<file path="src/design/rme_pkg.sv">
// Shared types, constants and helper functions for the rotation matrix to Euler angle block.
package rme_pkg;

   localparam int CORDIC_STAGES_DEF = 16;
   localparam int TAB_LEN = 24;
   localparam int SQRT_STEPS = 16;
   localparam int XW = 34;
   localparam int ZW = 36;

   localparam logic signed [ZW-1:0] PI_Q30 = 36'sd3373259426;
   localparam logic signed [ZW-1:0] HALF_PI_Q30 = 36'sd1686629713;
   localparam logic signed [16:0] ONE_Q14 = 17'sd16384;

   localparam logic [2:0] MODE_XYZ = 3'd0;
   localparam logic [2:0] MODE_XZY = 3'd1;
   localparam logic [2:0] MODE_YXZ = 3'd2;
   localparam logic [2:0] MODE_YZX = 3'd3;
   localparam logic [2:0] MODE_ZXY = 3'd4;
   localparam logic [2:0] MODE_ZYX = 3'd5;

   typedef struct packed {
      logic [2:0] mode;
      logic signed [15:0] m00;
      logic signed [15:0] m01;
      logic signed [15:0] m02;
      logic signed [15:0] m10;
      logic signed [15:0] m11;
      logic signed [15:0] m12;
      logic signed [15:0] m20;
      logic signed [15:0] m21;
      logic signed [15:0] m22;
   } req_type;

   typedef struct packed {
      logic signed [15:0] first_angle;
      logic signed [15:0] middle_angle;
      logic signed [15:0] last_angle;
      logic unique_res;
   } rsp_type;

   typedef struct packed {
      logic [3:0] mid;
      logic mid_neg;
      logic [3:0] fy;
      logic fy_neg;
      logic [3:0] fx;
      logic [3:0] ly;
      logic ly_neg;
      logic [3:0] lx;
      logic [3:0] gy;
      logic gy_neg;
      logic [3:0] gx;
      logic ok;
   } sel_type;

   typedef struct packed {
      logic lock;
      logic neg;
      logic ok;
   } ctl_type;

   typedef struct packed {
      logic signed [15:0] s;
      logic signed [16:0] fy;
      logic signed [16:0] fx;
      logic signed [16:0] ly;
      logic signed [16:0] lx;
      ctl_type ctl;
   } side_type;

   typedef struct packed {
      logic signed [XW-1:0] x;
      logic signed [XW-1:0] y;
      logic signed [ZW-1:0] z;
   } cordic_type;

   function automatic sel_type sel_of(logic [2:0] mode);
      sel_type t;
      t = '0;
      unique case (mode)
         MODE_XYZ: t = '{4'd2, 1'b0, 4'd5, 1'b1, 4'd8, 4'd1, 1'b1, 4'd0, 4'd3, 1'b0, 4'd4, 1'b1};
         MODE_XZY: t = '{4'd1, 1'b1, 4'd7, 1'b0, 4'd4, 4'd2, 1'b0, 4'd0, 4'd6, 1'b1, 4'd8, 1'b1};
         MODE_YXZ: t = '{4'd5, 1'b1, 4'd2, 1'b0, 4'd8, 4'd3, 1'b0, 4'd4, 4'd1, 1'b1, 4'd0, 1'b1};
         MODE_YZX: t = '{4'd3, 1'b0, 4'd6, 1'b1, 4'd0, 4'd5, 1'b1, 4'd4, 4'd7, 1'b0, 4'd8, 1'b1};
         MODE_ZXY: t = '{4'd7, 1'b0, 4'd1, 1'b1, 4'd4, 4'd6, 1'b1, 4'd8, 4'd2, 1'b0, 4'd0, 1'b1};
         MODE_ZYX: t = '{4'd6, 1'b1, 4'd3, 1'b0, 4'd0, 4'd7, 1'b0, 4'd8, 4'd1, 1'b1, 4'd2, 1'b1};
         default: t = '0;
      endcase
      return t;
   endfunction

   function automatic logic signed [16:0] pick(req_type r, logic [3:0] idx, logic neg);
      logic signed [15:0] v;
      logic signed [16:0] w;
      unique case (idx)
         4'd0: v = r.m00;
         4'd1: v = r.m01;
         4'd2: v = r.m02;
         4'd3: v = r.m10;
         4'd4: v = r.m11;
         4'd5: v = r.m12;
         4'd6: v = r.m20;
         4'd7: v = r.m21;
         4'd8: v = r.m22;
         default: v = '0;
      endcase
      w = 17'(v);
      return neg ? -w : w;
   endfunction

   function automatic logic signed [ZW-1:0] atan_val(int i);
      logic signed [ZW-1:0] t;
      unique case (i)
         0: t = 36'sh03243F6A8;
         1: t = 36'sh01DAC6705;
         2: t = 36'sh00FADBAFC;
         3: t = 36'sh007F56EA6;
         4: t = 36'sh003FEAB76;
         5: t = 36'sh001FFD55B;
         6: t = 36'sh000FFFAAA;
         7: t = 36'sh0007FFF55;
         8: t = 36'sh0003FFFEA;
         9: t = 36'sh0001FFFFD;
         10: t = 36'sh0000FFFFF;
         11: t = 36'sh00007FFFF;
         12: t = 36'sh00003FFFF;
         13: t = 36'sh00001FFFF;
         14: t = 36'sh00000FFFF;
         15: t = 36'sh000007FFF;
         16: t = 36'sh000003FFF;
         17: t = 36'sh000001FFF;
         18: t = 36'sh000000FFF;
         19: t = 36'sh0000007FF;
         20: t = 36'sh0000003FF;
         21: t = 36'sh0000001FF;
         22: t = 36'sh0000000FF;
         23: t = 36'sh00000007F;
         default: t = '0;
      endcase
      return t;
   endfunction

   // Vectoring setup: scale to Q28 and fold the left half plane over with a +-pi offset.
   function automatic cordic_type cordic_prep(logic signed [16:0] y, logic signed [16:0] x);
      cordic_type c;
      logic signed [XW-1:0] xs;
      logic signed [XW-1:0] ys;
      xs = XW'(x) <<< 14;
      ys = XW'(y) <<< 14;
      c.z = '0;
      if (x < 0) begin
         xs = -xs;
         ys = -ys;
         c.z = (y >= 0) ? PI_Q30 : -PI_Q30;
      end
      c.x = xs;
      c.y = ys;
      return c;
   endfunction

   function automatic logic signed [15:0] to_q13(logic signed [ZW-1:0] z);
      logic signed [ZW:0] t;
      logic signed [ZW:0] q;
      t = (ZW+1)'(z) + (ZW+1)'(65536);
      q = t >>> 17;
      if (q > 32767) begin
         return 16'sh7FFF;
      end
      if (q < -32768) begin
         return 16'sh8000;
      end
      return q[15:0];
   endfunction

endpackage

</file>
<file path="src/design/rme_cordic_cell.sv">
// One CORDIC vectoring stage with its output register.
module rme_cordic_cell #(
   parameter int STAGE = 0
) (
   input  logic clock,
   input  logic en,
   input  rme_pkg::cordic_type d,
   output rme_pkg::cordic_type q
);
   import rme_pkg::*;

   localparam logic signed [ZW-1:0] ANGLE = atan_val(STAGE);

   cordic_type c_ff, c_in;

   always_comb begin
      c_in = d;
      // A zero y means the vector is already on the axis; later stages leave it alone.
      if (d.y > 0) begin
         c_in.x = d.x + (d.y >>> STAGE);
         c_in.y = d.y - (d.x >>> STAGE);
         c_in.z = d.z + ANGLE;
      end else if (d.y < 0) begin
         c_in.x = d.x - (d.y >>> STAGE);
         c_in.y = d.y + (d.x >>> STAGE);
         c_in.z = d.z - ANGLE;
      end
   end

   always_ff @(posedge clock) begin
      if (en) begin
         c_ff <= c_in;
      end
   end

   assign q = c_ff;
endmodule

</file>
<file path="config.mk">
export PLATFORM = sky130hd
export DESIGN_NAME = rme_cordic_cell
export DESIGN_NICKNAME = d
export VERILOG_FILES = /design/src/design/rme_pkg.sv /design/src/design/rme_cordic_cell.sv
export SDC_FILE = /design/constraint.sdc
export NUM_CORES = 1
export LEC_CHECK = 0
export BUFFER_PORTS_ARGS = -buffer_cell sky130_fd_sc_hd__buf_2
export CORE_MARGIN = 2
export CORE_UTILIZATION = 35
export DETAILED_ROUTE_END_ITERATION = 12
export PLACE_DENSITY = 0.53
export SYNTH_ARGS = -nofsm -noshare
export SYNTH_HDL_FRONTEND = slang
export SYNTH_SLANG_ARGS = --single-unit
</file>
<file path="constraint.sdc">
create_clock -name clock -period 3 [get_ports clock]
set_clock_uncertainty 0.15 [all_clocks]
set_input_delay 0.15 -clock clock [delete_from_list [all_inputs] [get_ports clock]]
set_output_delay 0.15 -clock clock [all_outputs]
set_load 0.01 [all_outputs]
</file>
==> results.toml <==
[global_routing]
antenna_found_initial = 0
grt_pass1_vias = 12000
overflow = 0
grt_first_pass_wirelength_um = 67300
grt_max_degree = 61
grt.total_usage_pct = 26.1

[floorplanning]
row_count = 64
die_x_um = 181
start_util_pct = 35.7
io_pins = 210
dieArea_um2 = 32900
die_h_um = 181
core_area_um2 = 30800

[clock_network]
cts_sinks = 104
cts_tree = "yes"
htreeDepth = 3
cts_root_buf = "clkbuf_16"
cts_buffers = 9
cts_max_path_buffers = 2
clkTransAtPathRegs_ns = 0.08

[synth]
synth_edf_count = 104
syn-cell-area_um2 = 11000
synth.distinct_cells = 87
ys_warn_count = 0
synth_cells = 1350
synth_ff_type = "edfxtp_1"
synth_fp_nets = 1561
async_flop_share_pct = 0
synth_seq_area_share_pct = 28.3
synth_seq_cells = 104
syn_avg_cell_area_um2 = 8.16

[routing]
firstDrtPassIters = 5
drcViolationCount = 0
drt_iter0_markers = 989
detail-route-antenna-nets = 0
via_per_inst = 5.59
wl_um = 44100
dr_total_vias = 12500
wl_per_cell_um = 19.7

[finish]
largest_reg_flops = 104
multi_input_area_um2 = 7420
layout-drive-gt1-share_pct = 33.9
regArea_um2 = 3120
n_fill_cell = 3000
syn_to_final_growth_pct = 41.8
nets = 2052
diodes = 0

[timing]
fmax_mhz = 345
setup_viol = 0
final-max-slew-violation-count = 0
rsz0062_at_grt = "yes"
finalHoldViolations = 0
relSlewSlack_pct = 43.0
tightest_slew_ns = 0.848
timing.setup.tns_ns = 0
fin_crit_sh_pct = 96.6
fin_crit_ns = 2.90

[worst_setup_path]
path_class = "in -> reg"
path_max_fanout = 4
start_kind = "primary input"
critPathCaptureType = "flip-flop"
arrival_ns = 2.88
required_ns = 2.98

[outcome]
outcome = "complete, no violations"

[power_and_ir_drop]
ir_drop_mv = 0.281
leakagePower_uw = 0.00706
report.power.total_uw = 5970
p_per_area_nw_per_um2 = 382

[job]
max_cap_viol_count = 0

[placed_design]
portBuffers = 209
place.gp.congestion = 0.981
detailed_place_hpwl_um = 34700

[hold_path]
min_path_type = "in -> reg"
==> cell type report <==
class                      count  share of cell area (%)
multi-input combinational   1061                    47.5
clock inverter                 6                   0.553
timing repair buffer         561                    24.8
tap                          396                    3.17
inverter                     104                    2.50
sequential                   104                    20.0
clock buffer                  10                    1.47
==> cell usage in the layout (no fill, tap or decap), types with 14 or more instances in the layout <==
master	count
a22oi_1	14
edfxtp_1	104
nand2_1	90
inv_1	99
a221oi_1	15
buf_4	314
nor2_1	122
a21oi_1	147
buf_2	207
a21o_1	23
nand3_1	25
a31oi_1	21
ha_1	97
o21ai_0	65
nor4_1	17
o21bai_1	25
nor2b_1	20
nor3_1	24
dlygate4sd3_1	32
or3_1	14
o22ai_1	36
xnor2_1	33
xor2_1	16
==> cell families after synthesis <==
kind of cell | Yosys count | synth area share [%]
DFF | 104 | 28.3
and+or+nand+nor | 381 | 16.7
adders and majority gates | 105 | 12.1
xor gates and xnor gates | 49 | 3.90
AOI/OAI and AO/OA | 522 | 32.0
buffers and inverters | 185 | 6.63
muxes | 4 | 0.375
==> per-layer routing <==
layer / up-vias / track usage, % / wire length [um]
met5: - / 0 / 0
met4: 0 / 6.15 / 823
met3: 50 / 2.65 / 2470
met2: 452 / 42.4 / 19800
met1: 5988 / 37.4 / 21000
li1: 6032 / - / -
==> stage by stage <==
| step | setup WS [ns] | instances | utilization (%) | hold slack [ns] | cell area [um^2] |
|---|---|---|---|---|---|
| floorplan | 0.0342 | 1350 | - | 0.0989 | 11000 |
| finish | 0.101 | 2242 | 50.7 | 0.0238 | 15600 |
| detailed placement | -0.636 | 2186 | 47.7 | 0.179 | 14700 |
| global route | -0.0279 | 2242 | 50.7 | 0.0250 | 15600 |
| CTS | 0.0172 | 2238 | 50.0 | 0.00647 | 15400 |
| global placement | -0.561 | 2186 | 47.7 | 0.176 | 14700 |
==> path summary, 6_finish.rpt <==
check,startpoint,to,slack (ns),cells after the start
hold / removal,d[23],q[23],0.02,2
setup / recovery,d[36],q[62],0.10,12
==> cell usage after synthesis (18+ instances only) <==
cell type  count  area share, %
a21o_1        23            1.6
a21oi_1      156            7.1
a31oi_1       22            1.2
clkbuf_1      56            1.9
edfxtp_1     104             28
ha_1         102             12
inv_1        100            3.4
nand2_1       91            3.1
nand3_1       25            1.1
nor2_1       123            4.2
nor2b_1       22            1.2
nor3_1        25            1.1
nor4_1        18            1.0
o21ai_0       71            3.2
o21bai_1      25            1.7
o22ai_1       37            2.1
xnor2_1       33            2.6
==> power breakdown <==
part / leakage (uW) / internal (uW) / switching, uW / total (uW)
combinational: 0.00589 / 1210 / 1500 / 2720
clock: 0.000154 / 676 / 683 / 1360
sequential: 0.00102 / 1850 / 51.4 / 1900
total: 0.00706 / 3740 / 2240 / 5970
==> repair_timing <==
action	CTS	global route
endpoints found under the setup margin	8	26
pin swaps	7	21
hold buffers	32	0
resized for setup	9	41
setup buffers	4	4
endpoints found under the hold margin	32	0
==> critical path: stages <==
cell and delay [ns]:
buf_2 0.13, ha_2 0.20, fa_2 0.35, nor2b_2 0.19, o311ai_4 0.27, a211oi_2 0.18
a211oi_2 0.30, nor2_2 0.10, a311oi_2 0.36, o21ai_2 0.14, a22o_1 0.24, mux2_2 0.26
Note: power is estimated with default switching activity, not from simulation.
