[config.mk]
export PLATFORM = sky130hd
export DESIGN_NAME = rme_sqrt_cell
export DESIGN_NICKNAME = d
export VERILOG_FILES = /design/src/design/rme_pkg.sv /design/src/design/rme_sqrt_cell.sv
export SDC_FILE = /design/constraint.sdc
export NUM_CORES = 1
export LEC_CHECK = 0
export BUFFER_PORTS_ARGS = -buffer_cell sky130_fd_sc_hd__buf_2
export CORE_ASPECT_RATIO = 1.2
export CORE_MARGIN = 2
export CORE_UTILIZATION = 50
export CTS_BUF_LIST = sky130_fd_sc_hd__clkbuf_8
export DETAILED_ROUTE_END_ITERATION = 10
export GPL_ROUTABILITY_DRIVEN = 0
export MAX_ROUTING_LAYER = met4
export PLACE_DENSITY = 0.82
export SLEW_MARGIN = 40
export SYNTH_ARGS = -nofsm -noshare
export SYNTH_HDL_FRONTEND = slang
export SYNTH_SLANG_ARGS = --single-unit
[constraint.sdc]
create_clock -name clock -period 4.9 [get_ports clock]
set_input_delay 0.49 -clock clock [delete_from_list [all_inputs] [get_ports clock]]
set_output_delay 0.49 -clock clock [all_outputs]
set_load 0.005 [all_outputs]
[src/design/rme_pkg.sv]
// Shared types, constants and helper functions for the rotation matrix to Euler angle block.
package rme_pkg;

   localparam int CORDIC_STAGES_DEF = 16;
   localparam int TAB_LEN = 24;
   localparam int SQRT_STEPS = 16;
   localparam int XW = 34;
   localparam int ZW = 36;

   localparam logic signed [ZW-1:0] PI_Q30 = 36'sd3373259426;
   localparam logic signed [ZW-1:0] HALF_PI_Q30 = 36'sd1686629713;
   localparam logic signed [16:0] ONE_Q14 = 17'sd16384;

   localparam logic [2:0] MODE_XYZ = 3'd0;
   localparam logic [2:0] MODE_XZY = 3'd1;
   localparam logic [2:0] MODE_YXZ = 3'd2;
   localparam logic [2:0] MODE_YZX = 3'd3;
   localparam logic [2:0] MODE_ZXY = 3'd4;
   localparam logic [2:0] MODE_ZYX = 3'd5;

   typedef struct packed {
      logic [2:0] mode;
      logic signed [15:0] m00;
      logic signed [15:0] m01;
      logic signed [15:0] m02;
      logic signed [15:0] m10;
      logic signed [15:0] m11;
      logic signed [15:0] m12;
      logic signed [15:0] m20;
      logic signed [15:0] m21;
      logic signed [15:0] m22;
   } req_type;

   typedef struct packed {
      logic signed [15:0] first_angle;
      logic signed [15:0] middle_angle;
      logic signed [15:0] last_angle;
      logic unique_res;
   } rsp_type;

   typedef struct packed {
      logic [3:0] mid;
      logic mid_neg;
      logic [3:0] fy;
      logic fy_neg;
      logic [3:0] fx;
      logic [3:0] ly;
      logic ly_neg;
      logic [3:0] lx;
      logic [3:0] gy;
      logic gy_neg;
      logic [3:0] gx;
      logic ok;
   } sel_type;

   typedef struct packed {
      logic lock;
      logic neg;
      logic ok;
   } ctl_type;

   typedef struct packed {
      logic signed [15:0] s;
      logic signed [16:0] fy;
      logic signed [16:0] fx;
      logic signed [16:0] ly;
      logic signed [16:0] lx;
      ctl_type ctl;
   } side_type;

   typedef struct packed {
      logic signed [XW-1:0] x;
      logic signed [XW-1:0] y;
      logic signed [ZW-1:0] z;
   } cordic_type;

   function automatic sel_type sel_of(logic [2:0] mode);
      sel_type t;
      t = '0;
      unique case (mode)
         MODE_XYZ: t = '{4'd2, 1'b0, 4'd5, 1'b1, 4'd8, 4'd1, 1'b1, 4'd0, 4'd3, 1'b0, 4'd4, 1'b1};
         MODE_XZY: t = '{4'd1, 1'b1, 4'd7, 1'b0, 4'd4, 4'd2, 1'b0, 4'd0, 4'd6, 1'b1, 4'd8, 1'b1};
         MODE_YXZ: t = '{4'd5, 1'b1, 4'd2, 1'b0, 4'd8, 4'd3, 1'b0, 4'd4, 4'd1, 1'b1, 4'd0, 1'b1};
         MODE_YZX: t = '{4'd3, 1'b0, 4'd6, 1'b1, 4'd0, 4'd5, 1'b1, 4'd4, 4'd7, 1'b0, 4'd8, 1'b1};
         MODE_ZXY: t = '{4'd7, 1'b0, 4'd1, 1'b1, 4'd4, 4'd6, 1'b1, 4'd8, 4'd2, 1'b0, 4'd0, 1'b1};
         MODE_ZYX: t = '{4'd6, 1'b1, 4'd3, 1'b0, 4'd0, 4'd7, 1'b0, 4'd8, 4'd1, 1'b1, 4'd2, 1'b1};
         default: t = '0;
      endcase
      return t;
   endfunction

   function automatic logic signed [16:0] pick(req_type r, logic [3:0] idx, logic neg);
      logic signed [15:0] v;
      logic signed [16:0] w;
      unique case (idx)
         4'd0: v = r.m00;
         4'd1: v = r.m01;
         4'd2: v = r.m02;
         4'd3: v = r.m10;
         4'd4: v = r.m11;
         4'd5: v = r.m12;
         4'd6: v = r.m20;
         4'd7: v = r.m21;
         4'd8: v = r.m22;
         default: v = '0;
      endcase
      w = 17'(v);
      return neg ? -w : w;
   endfunction

   function automatic logic signed [ZW-1:0] atan_val(int i);
      logic signed [ZW-1:0] t;
      unique case (i)
         0: t = 36'sh03243F6A8;
         1: t = 36'sh01DAC6705;
         2: t = 36'sh00FADBAFC;
         3: t = 36'sh007F56EA6;
         4: t = 36'sh003FEAB76;
         5: t = 36'sh001FFD55B;
         6: t = 36'sh000FFFAAA;
         7: t = 36'sh0007FFF55;
         8: t = 36'sh0003FFFEA;
         9: t = 36'sh0001FFFFD;
         10: t = 36'sh0000FFFFF;
         11: t = 36'sh00007FFFF;
         12: t = 36'sh00003FFFF;
         13: t = 36'sh00001FFFF;
         14: t = 36'sh00000FFFF;
         15: t = 36'sh000007FFF;
         16: t = 36'sh000003FFF;
         17: t = 36'sh000001FFF;
         18: t = 36'sh000000FFF;
         19: t = 36'sh0000007FF;
         20: t = 36'sh0000003FF;
         21: t = 36'sh0000001FF;
         22: t = 36'sh0000000FF;
         23: t = 36'sh00000007F;
         default: t = '0;
      endcase
      return t;
   endfunction

   // Vectoring setup: scale to Q28 and fold the left half plane over with a +-pi offset.
   function automatic cordic_type cordic_prep(logic signed [16:0] y, logic signed [16:0] x);
      cordic_type c;
      logic signed [XW-1:0] xs;
      logic signed [XW-1:0] ys;
      xs = XW'(x) <<< 14;
      ys = XW'(y) <<< 14;
      c.z = '0;
      if (x < 0) begin
         xs = -xs;
         ys = -ys;
         c.z = (y >= 0) ? PI_Q30 : -PI_Q30;
      end
      c.x = xs;
      c.y = ys;
      return c;
   endfunction

   function automatic logic signed [15:0] to_q13(logic signed [ZW-1:0] z);
      logic signed [ZW:0] t;
      logic signed [ZW:0] q;
      t = (ZW+1)'(z) + (ZW+1)'(65536);
      q = t >>> 17;
      if (q > 32767) begin
         return 16'sh7FFF;
      end
      if (q < -32768) begin
         return 16'sh8000;
      end
      return q[15:0];
   endfunction

endpackage

[src/design/rme_sqrt_cell.sv]
// One restoring square root step that also carries the pending request fields along.
module rme_sqrt_cell #(
   parameter int BIT_EXP = 0
) (
   input  logic clock,
   input  logic en,
   input  logic [31:0] d_rem,
   input  logic [31:0] d_res,
   input  rme_pkg::side_type d_side,
   output logic [31:0] q_rem,
   output logic [31:0] q_res,
   output rme_pkg::side_type q_side
);
   import rme_pkg::*;

   localparam logic [31:0] BIT_VAL = 32'(1) << BIT_EXP;

   logic [31:0] rem_ff, rem_in;
   logic [31:0] res_ff, res_in;
   side_type side_ff;
   logic [31:0] trial;

   always_comb begin
      trial = d_res + BIT_VAL;
      if (d_rem >= trial) begin
         rem_in = d_rem - trial;
         res_in = (d_res >> 1) + BIT_VAL;
      end else begin
         rem_in = d_rem;
         res_in = d_res >> 1;
      end
   end

   always_ff @(posedge clock) begin
      if (en) begin
         rem_ff <= rem_in;
         res_ff <= res_in;
         side_ff <= d_side;
      end
   end

   assign q_rem = rem_ff;
   assign q_res = res_ff;
   assign q_side = side_ff;
endmodule

==> results.md <==
Status:
- The flow ran to the end, and the final reports show no timing, DRC or antenna violations.

Timing:
- Setup repair after global routing left no endpoint under its margin.
- The normalized max-slew margin is about half.
- Setup violations remaining at the end of the flow were counted as 0.
- The shortest period the worst path allows is 4.29 ns.
- At the pin with the least slew margin, the transition time is just over 0.7 ns.
- The final critical path takes up 87.6% of the cycle.
- Derived from the worst setup path, the maximum achievable clock frequency is about 0.23 GHz.
- Hold is met by between 0.2 and 0.25 ns.
- Adding up every negative setup slack in the final design gives 0 ns.
- The number of slew-limit violations in the final report is 0.
- The final number of hold-violating endpoints is 0.

Setup path:
- Among cell families on the critical path, the largest total delay comes from simple AND/OR/NAND/NOR gates.
- Traced cell by cell, the critical path runs through buf_2 > ha_1 > and3_1 > nand4_1 > nor4_1 > buf_4 > and3_1 > nand3_1 > nor2_1 > nand2_1 > xor2_1 > ha_1 > a21o_1 > a211o_1 > nor2_1 > o31ai_1 > o21ai_1 > a21o_2 > buf_12 > o21ai_0.
- The largest single stage delay on the critical path is roughly 0.34 ns.
- The worst setup path is launched from a primary input.
- The critical path contains buffers and inverters numbering 3 combined.
- The critical path arrival is about 4.5 ns.
- The most critical setup path has its startpoint at d_res[2].
- STA puts the critical path data required time at approximately 5.1 ns.
- For this design, the slowest cell found on the critical path is sky130_fd_sc_hd__nor4_1.
- STA classifies the critical path endpoint as a flip-flop.
- The top fanout value on the critical path is 54.
- The worst setup path is of the in -> reg kind.

Die:
- The floorplan die height is 141 um.
- The I/O pin total is about 300.
- The horizontal extent of the die is approximately 120 um.
- The core outline area is 15,500 um^2.
- Once the floorplan was initialized, standard cells occupied approximately 51% of the core.
- The number of standard-cell rows in the floorplan is 50.
- The die covers 16,700 um^2.

Logic synthesis:
- The cell count after synthesis came out at around 670.
- The part of the Yosys area used for sequential elements is roughly 58%.
- The total number of yosys warnings is 0.
- Summing every instance area after synthesis gives roughly 7800 um^2.
- The area share of the largest cell type after synthesis is 57.9%.
- The number of synthesized register bits is 151.
- A synthesized cell averages 11.7 um^2.
- Of all cell types, the one taking the most synthesized area is sky130_fd_sc_hd__edfxtp_1.
- Ranked by total cell area, the synthesized netlist is headed by sky130_fd_sc_hd__edfxtp_1 (58%), sky130_fd_sc_hd__xnor2_1 (5.7%), sky130_fd_sc_hd__ha_1 (5.4%).
- The number of nets produced by synthesis is 856.
- The count of cell types in the netlist is 53.

Power:
- In this run the power spent charging and discharging nets is slightly above 0.9 mW.
- For this design the ratio of total power to cell area is about 330 nW/um^2.
- The proportion of power drawn by combinational gates is roughly a fifth.
- Across the VDD grid, the largest voltage drop is 0.160 mV.
- Per report_power, the sequential group accounts for about 48% of the total.
- The internal cell power is approximately 2.4 mW.
- The part of the power in the clock network is 31.5%.
- For this design the static power due to leakage is ~4.2 nW.
- The switching share of power is between 20 and 30%.

Clock tree:
- The register clock-pin slew on the reported worst setup and hold paths is around 0.08 ns.
- The TritonCTS clock tree is yes.
- The number of setup buffers added after CTS is 0.
- The deepest clock path buffer count is 2.
- The root buffer cell is sky130_fd_sc_hd__clkbuf_8.
- The maximum level of the CTS H-tree is 4.
- Clock tree synthesis inserted a total of 17 buffers.
- The number of hold buffers added after CTS was 0.
- In this run, post-CTS repair resized a total of 0 instances.
- The TritonCTS sink count is about 150.

Flow run:
- The count of max-cap constraint violations is 0.

Cells and area:
- The share of post-route cells with drive strength above 1 is 36.8%.
- The number of filler instances in the final layout is 1,202.
- At the end of the flow, the number of nets in the layout was 1,168.
- The area growth from synthesis to layout is 28.5%.

Detailed routing:
- After detailed routing, the number of vias per cell comes to ~5.5.
- The antenna violation net count after detailed routing is 0.
- The total vias in the final route is ~6,600.
- The routed design has around 24,000 um of wire.
- For this run, design rule violations remaining after detail routing come to 0.
- The routed length per instance is between 15 and 20 um.
- The first detailed-routing pass ran for 5 iterations.
- After the first detailed-routing iteration, the DRC count stood at 680.

Global route:
- The initial antenna violation count is 1.
- The overall global routing resource usage is between 20% and 30%.
- The met1 track demand over resource is about a third.
- Global routing consumed, on the met2 layer, between 40% and 50% of the routing resources.
- The first global-routing pass estimated about 35,000 um of wire.
- met2 is the most crowded layer.
- The final global-route overflow total is 0.
- The number of global-route vias before repair is 6,329.
- For met3 alone, demand over resource in global routing was approximately a tenth.
- The maximum number of pins on one net before global-route repair is between 60 and 70.

Worst hold path:
- The class of the tightest hold or removal check is in -> reg.
- The worst hold path begins at d_side[10].
- The worst hold path depth is 1.
- The end point of the worst hold path is q_side[10].

Placement:
- The number of buffers inserted by port buffering is 303.
- The HPWL after detailed placement is about 19,000 um.
## flip-flops by register name, indices dropped and copies added (netlist names)
| signal | flops |
|---|---|
| q_side | 87 |
| q_rem | 32 |
| q_res | 32 |
## cell type report
| cell class | count | area, um^2 | area share (%) |
|---|---|---|---|
| flip-flops and latches | 151 | 4530 | 45.0 |
| multi-input cells | 474 | 3110 | 30.9 |
| repair buffers | 322 | 1680 | 16.7 |
| well taps | 208 | 260 | 2.58 |
| clock buffers | 17 | 234 | 2.32 |
| clock inverters | 15 | 203 | 2.01 |
| inverters | 14 | 52.6 | 0.522 |
| diodes | 1 | 2.50 | 0.0248 |
## worst max-delay path by stage
stage | end | cells past startpoint
5_1_grt | q_rem[12] | 20
6_report | q_rem[11] | 20
4_1_cts | q_res[9] | 21
3_3_place_gp | q_res[24] | 21
3_5_place_dp | q_rem[19] | 20
2_1_floorplan | q_res[9] | 21
## layer usage
metal	up-vias	wire, um
met5	-	0
met4	0	486
met3	43	2480
met2	357	12200
met1	3117	8770
li1	3099	-
## synthesized netlist by cell type, drive strengths merged
| master | instances |
|---|---|
| a2111o | 2 |
| edfxtp | 151 |
| a22oi | 1 |
| a21oi | 32 |
| o21bai | 5 |
| or2 | 4 |
| buf | 14 |
| nand3 | 19 |
| o22ai | 1 |
| o311ai | 1 |
| nor2b | 2 |
| o211ai | 2 |
| fa | 1 |
| clkbuf | 15 |
| nor3b | 1 |
| or3 | 7 |
| and3 | 8 |
| o31ai | 10 |
| a2bb2oi | 1 |
| a2111oi | 4 |
| nor3 | 11 |
| a21o | 9 |
| mux2i | 1 |
| nor2 | 40 |
| xor2 | 34 |
| and2 | 2 |
| ha | 34 |
| nand4 | 22 |
| xnor2 | 51 |
| o21ai | 46 |
| a211o | 2 |
| o21a | 4 |
| nor4 | 8 |
| nand2 | 91 |
| o211a | 1 |
| o41ai | 1 |
| o2111a | 1 |
| nand2b | 3 |
| a211oi | 4 |
| a41oi | 1 |
| nand4b | 1 |
| inv | 14 |
| and4 | 4 |
| o32a | 1 |
| a31oi | 1 |
## per-stage QoR
step           area (um^2)  util (%)  std cells  power [mW]  setup WS, ns
2_1_floorplan         7840         -        668        1.96         0.535
5_1_grt              10100      65.2       1202        3.46         0.355
3_5_place_dp          9630      62.3       1169        2.29         0.235
6_report             10100      65.2       1202        3.32         0.610
3_3_place_gp          9630      62.3       1169        2.28         0.342
4_1_cts              10100      65.2       1201        3.33         0.720
## cell families after synthesis
kind of cell             after synthesis  synth area share (%)
AND/OR/NAND/NOR                      223                  13.7
adder cells (fa/ha/maj)               35                  5.68
XOR/XNOR                              85                  9.50
AO/OA/AOI/OAI                        130                  10.6
flip-flops                           151                  57.9
multiplexers                           1                 0.128
buffers and inverters                 43                  2.49
## power groups by stage
stage / Clock (mW) / Sequential, mW / Combinational (mW)
global placement: 0 / 1.63 / 0.655
detailed placement: 0 / 1.62 / 0.668
global route: 1.11 / 1.61 / 0.738
CTS: 1.06 / 1.60 / 0.671
finish: 1.05 / 1.60 / 0.679
floorplan: 0 / 1.64 / 0.321
## cell usage in the layout (no fill, tap or decap), types with 3 or more instances in the layout
cell                        count
sky130_fd_sc_hd__o21a_1         4
sky130_fd_sc_hd__buf_2        302
sky130_fd_sc_hd__nand3_1       18
sky130_fd_sc_hd__nor3_1         7
sky130_fd_sc_hd__and3_1         8
sky130_fd_sc_hd__nand2b_1       3
sky130_fd_sc_hd__a2111oi_0      3
sky130_fd_sc_hd__bufinv_16      4
sky130_fd_sc_hd__o21bai_1       5
sky130_fd_sc_hd__a211oi_1       4
sky130_fd_sc_hd__o21ai_0       44
sky130_fd_sc_hd__nand2_1       91
sky130_fd_sc_hd__edfxtp_1     151
sky130_fd_sc_hd__xnor2_1       51
sky130_fd_sc_hd__nand4_1       22
sky130_fd_sc_hd__and4_1         4
sky130_fd_sc_hd__a21oi_1       32
sky130_fd_sc_hd__nor4_1         8
sky130_fd_sc_hd__nor3_2         4
sky130_fd_sc_hd__o31ai_1       10
sky130_fd_sc_hd__clkbuf_8      17
sky130_fd_sc_hd__clkinv_4       3
sky130_fd_sc_hd__a21o_1         8
sky130_fd_sc_hd__xor2_1        34
sky130_fd_sc_hd__or2_2          4
sky130_fd_sc_hd__or3_1          6
sky130_fd_sc_hd__buf_4         18
sky130_fd_sc_hd__inv_1         15
sky130_fd_sc_hd__nor2_1        40
sky130_fd_sc_hd__ha_1          34
Power figures use the tool's default switching activity.
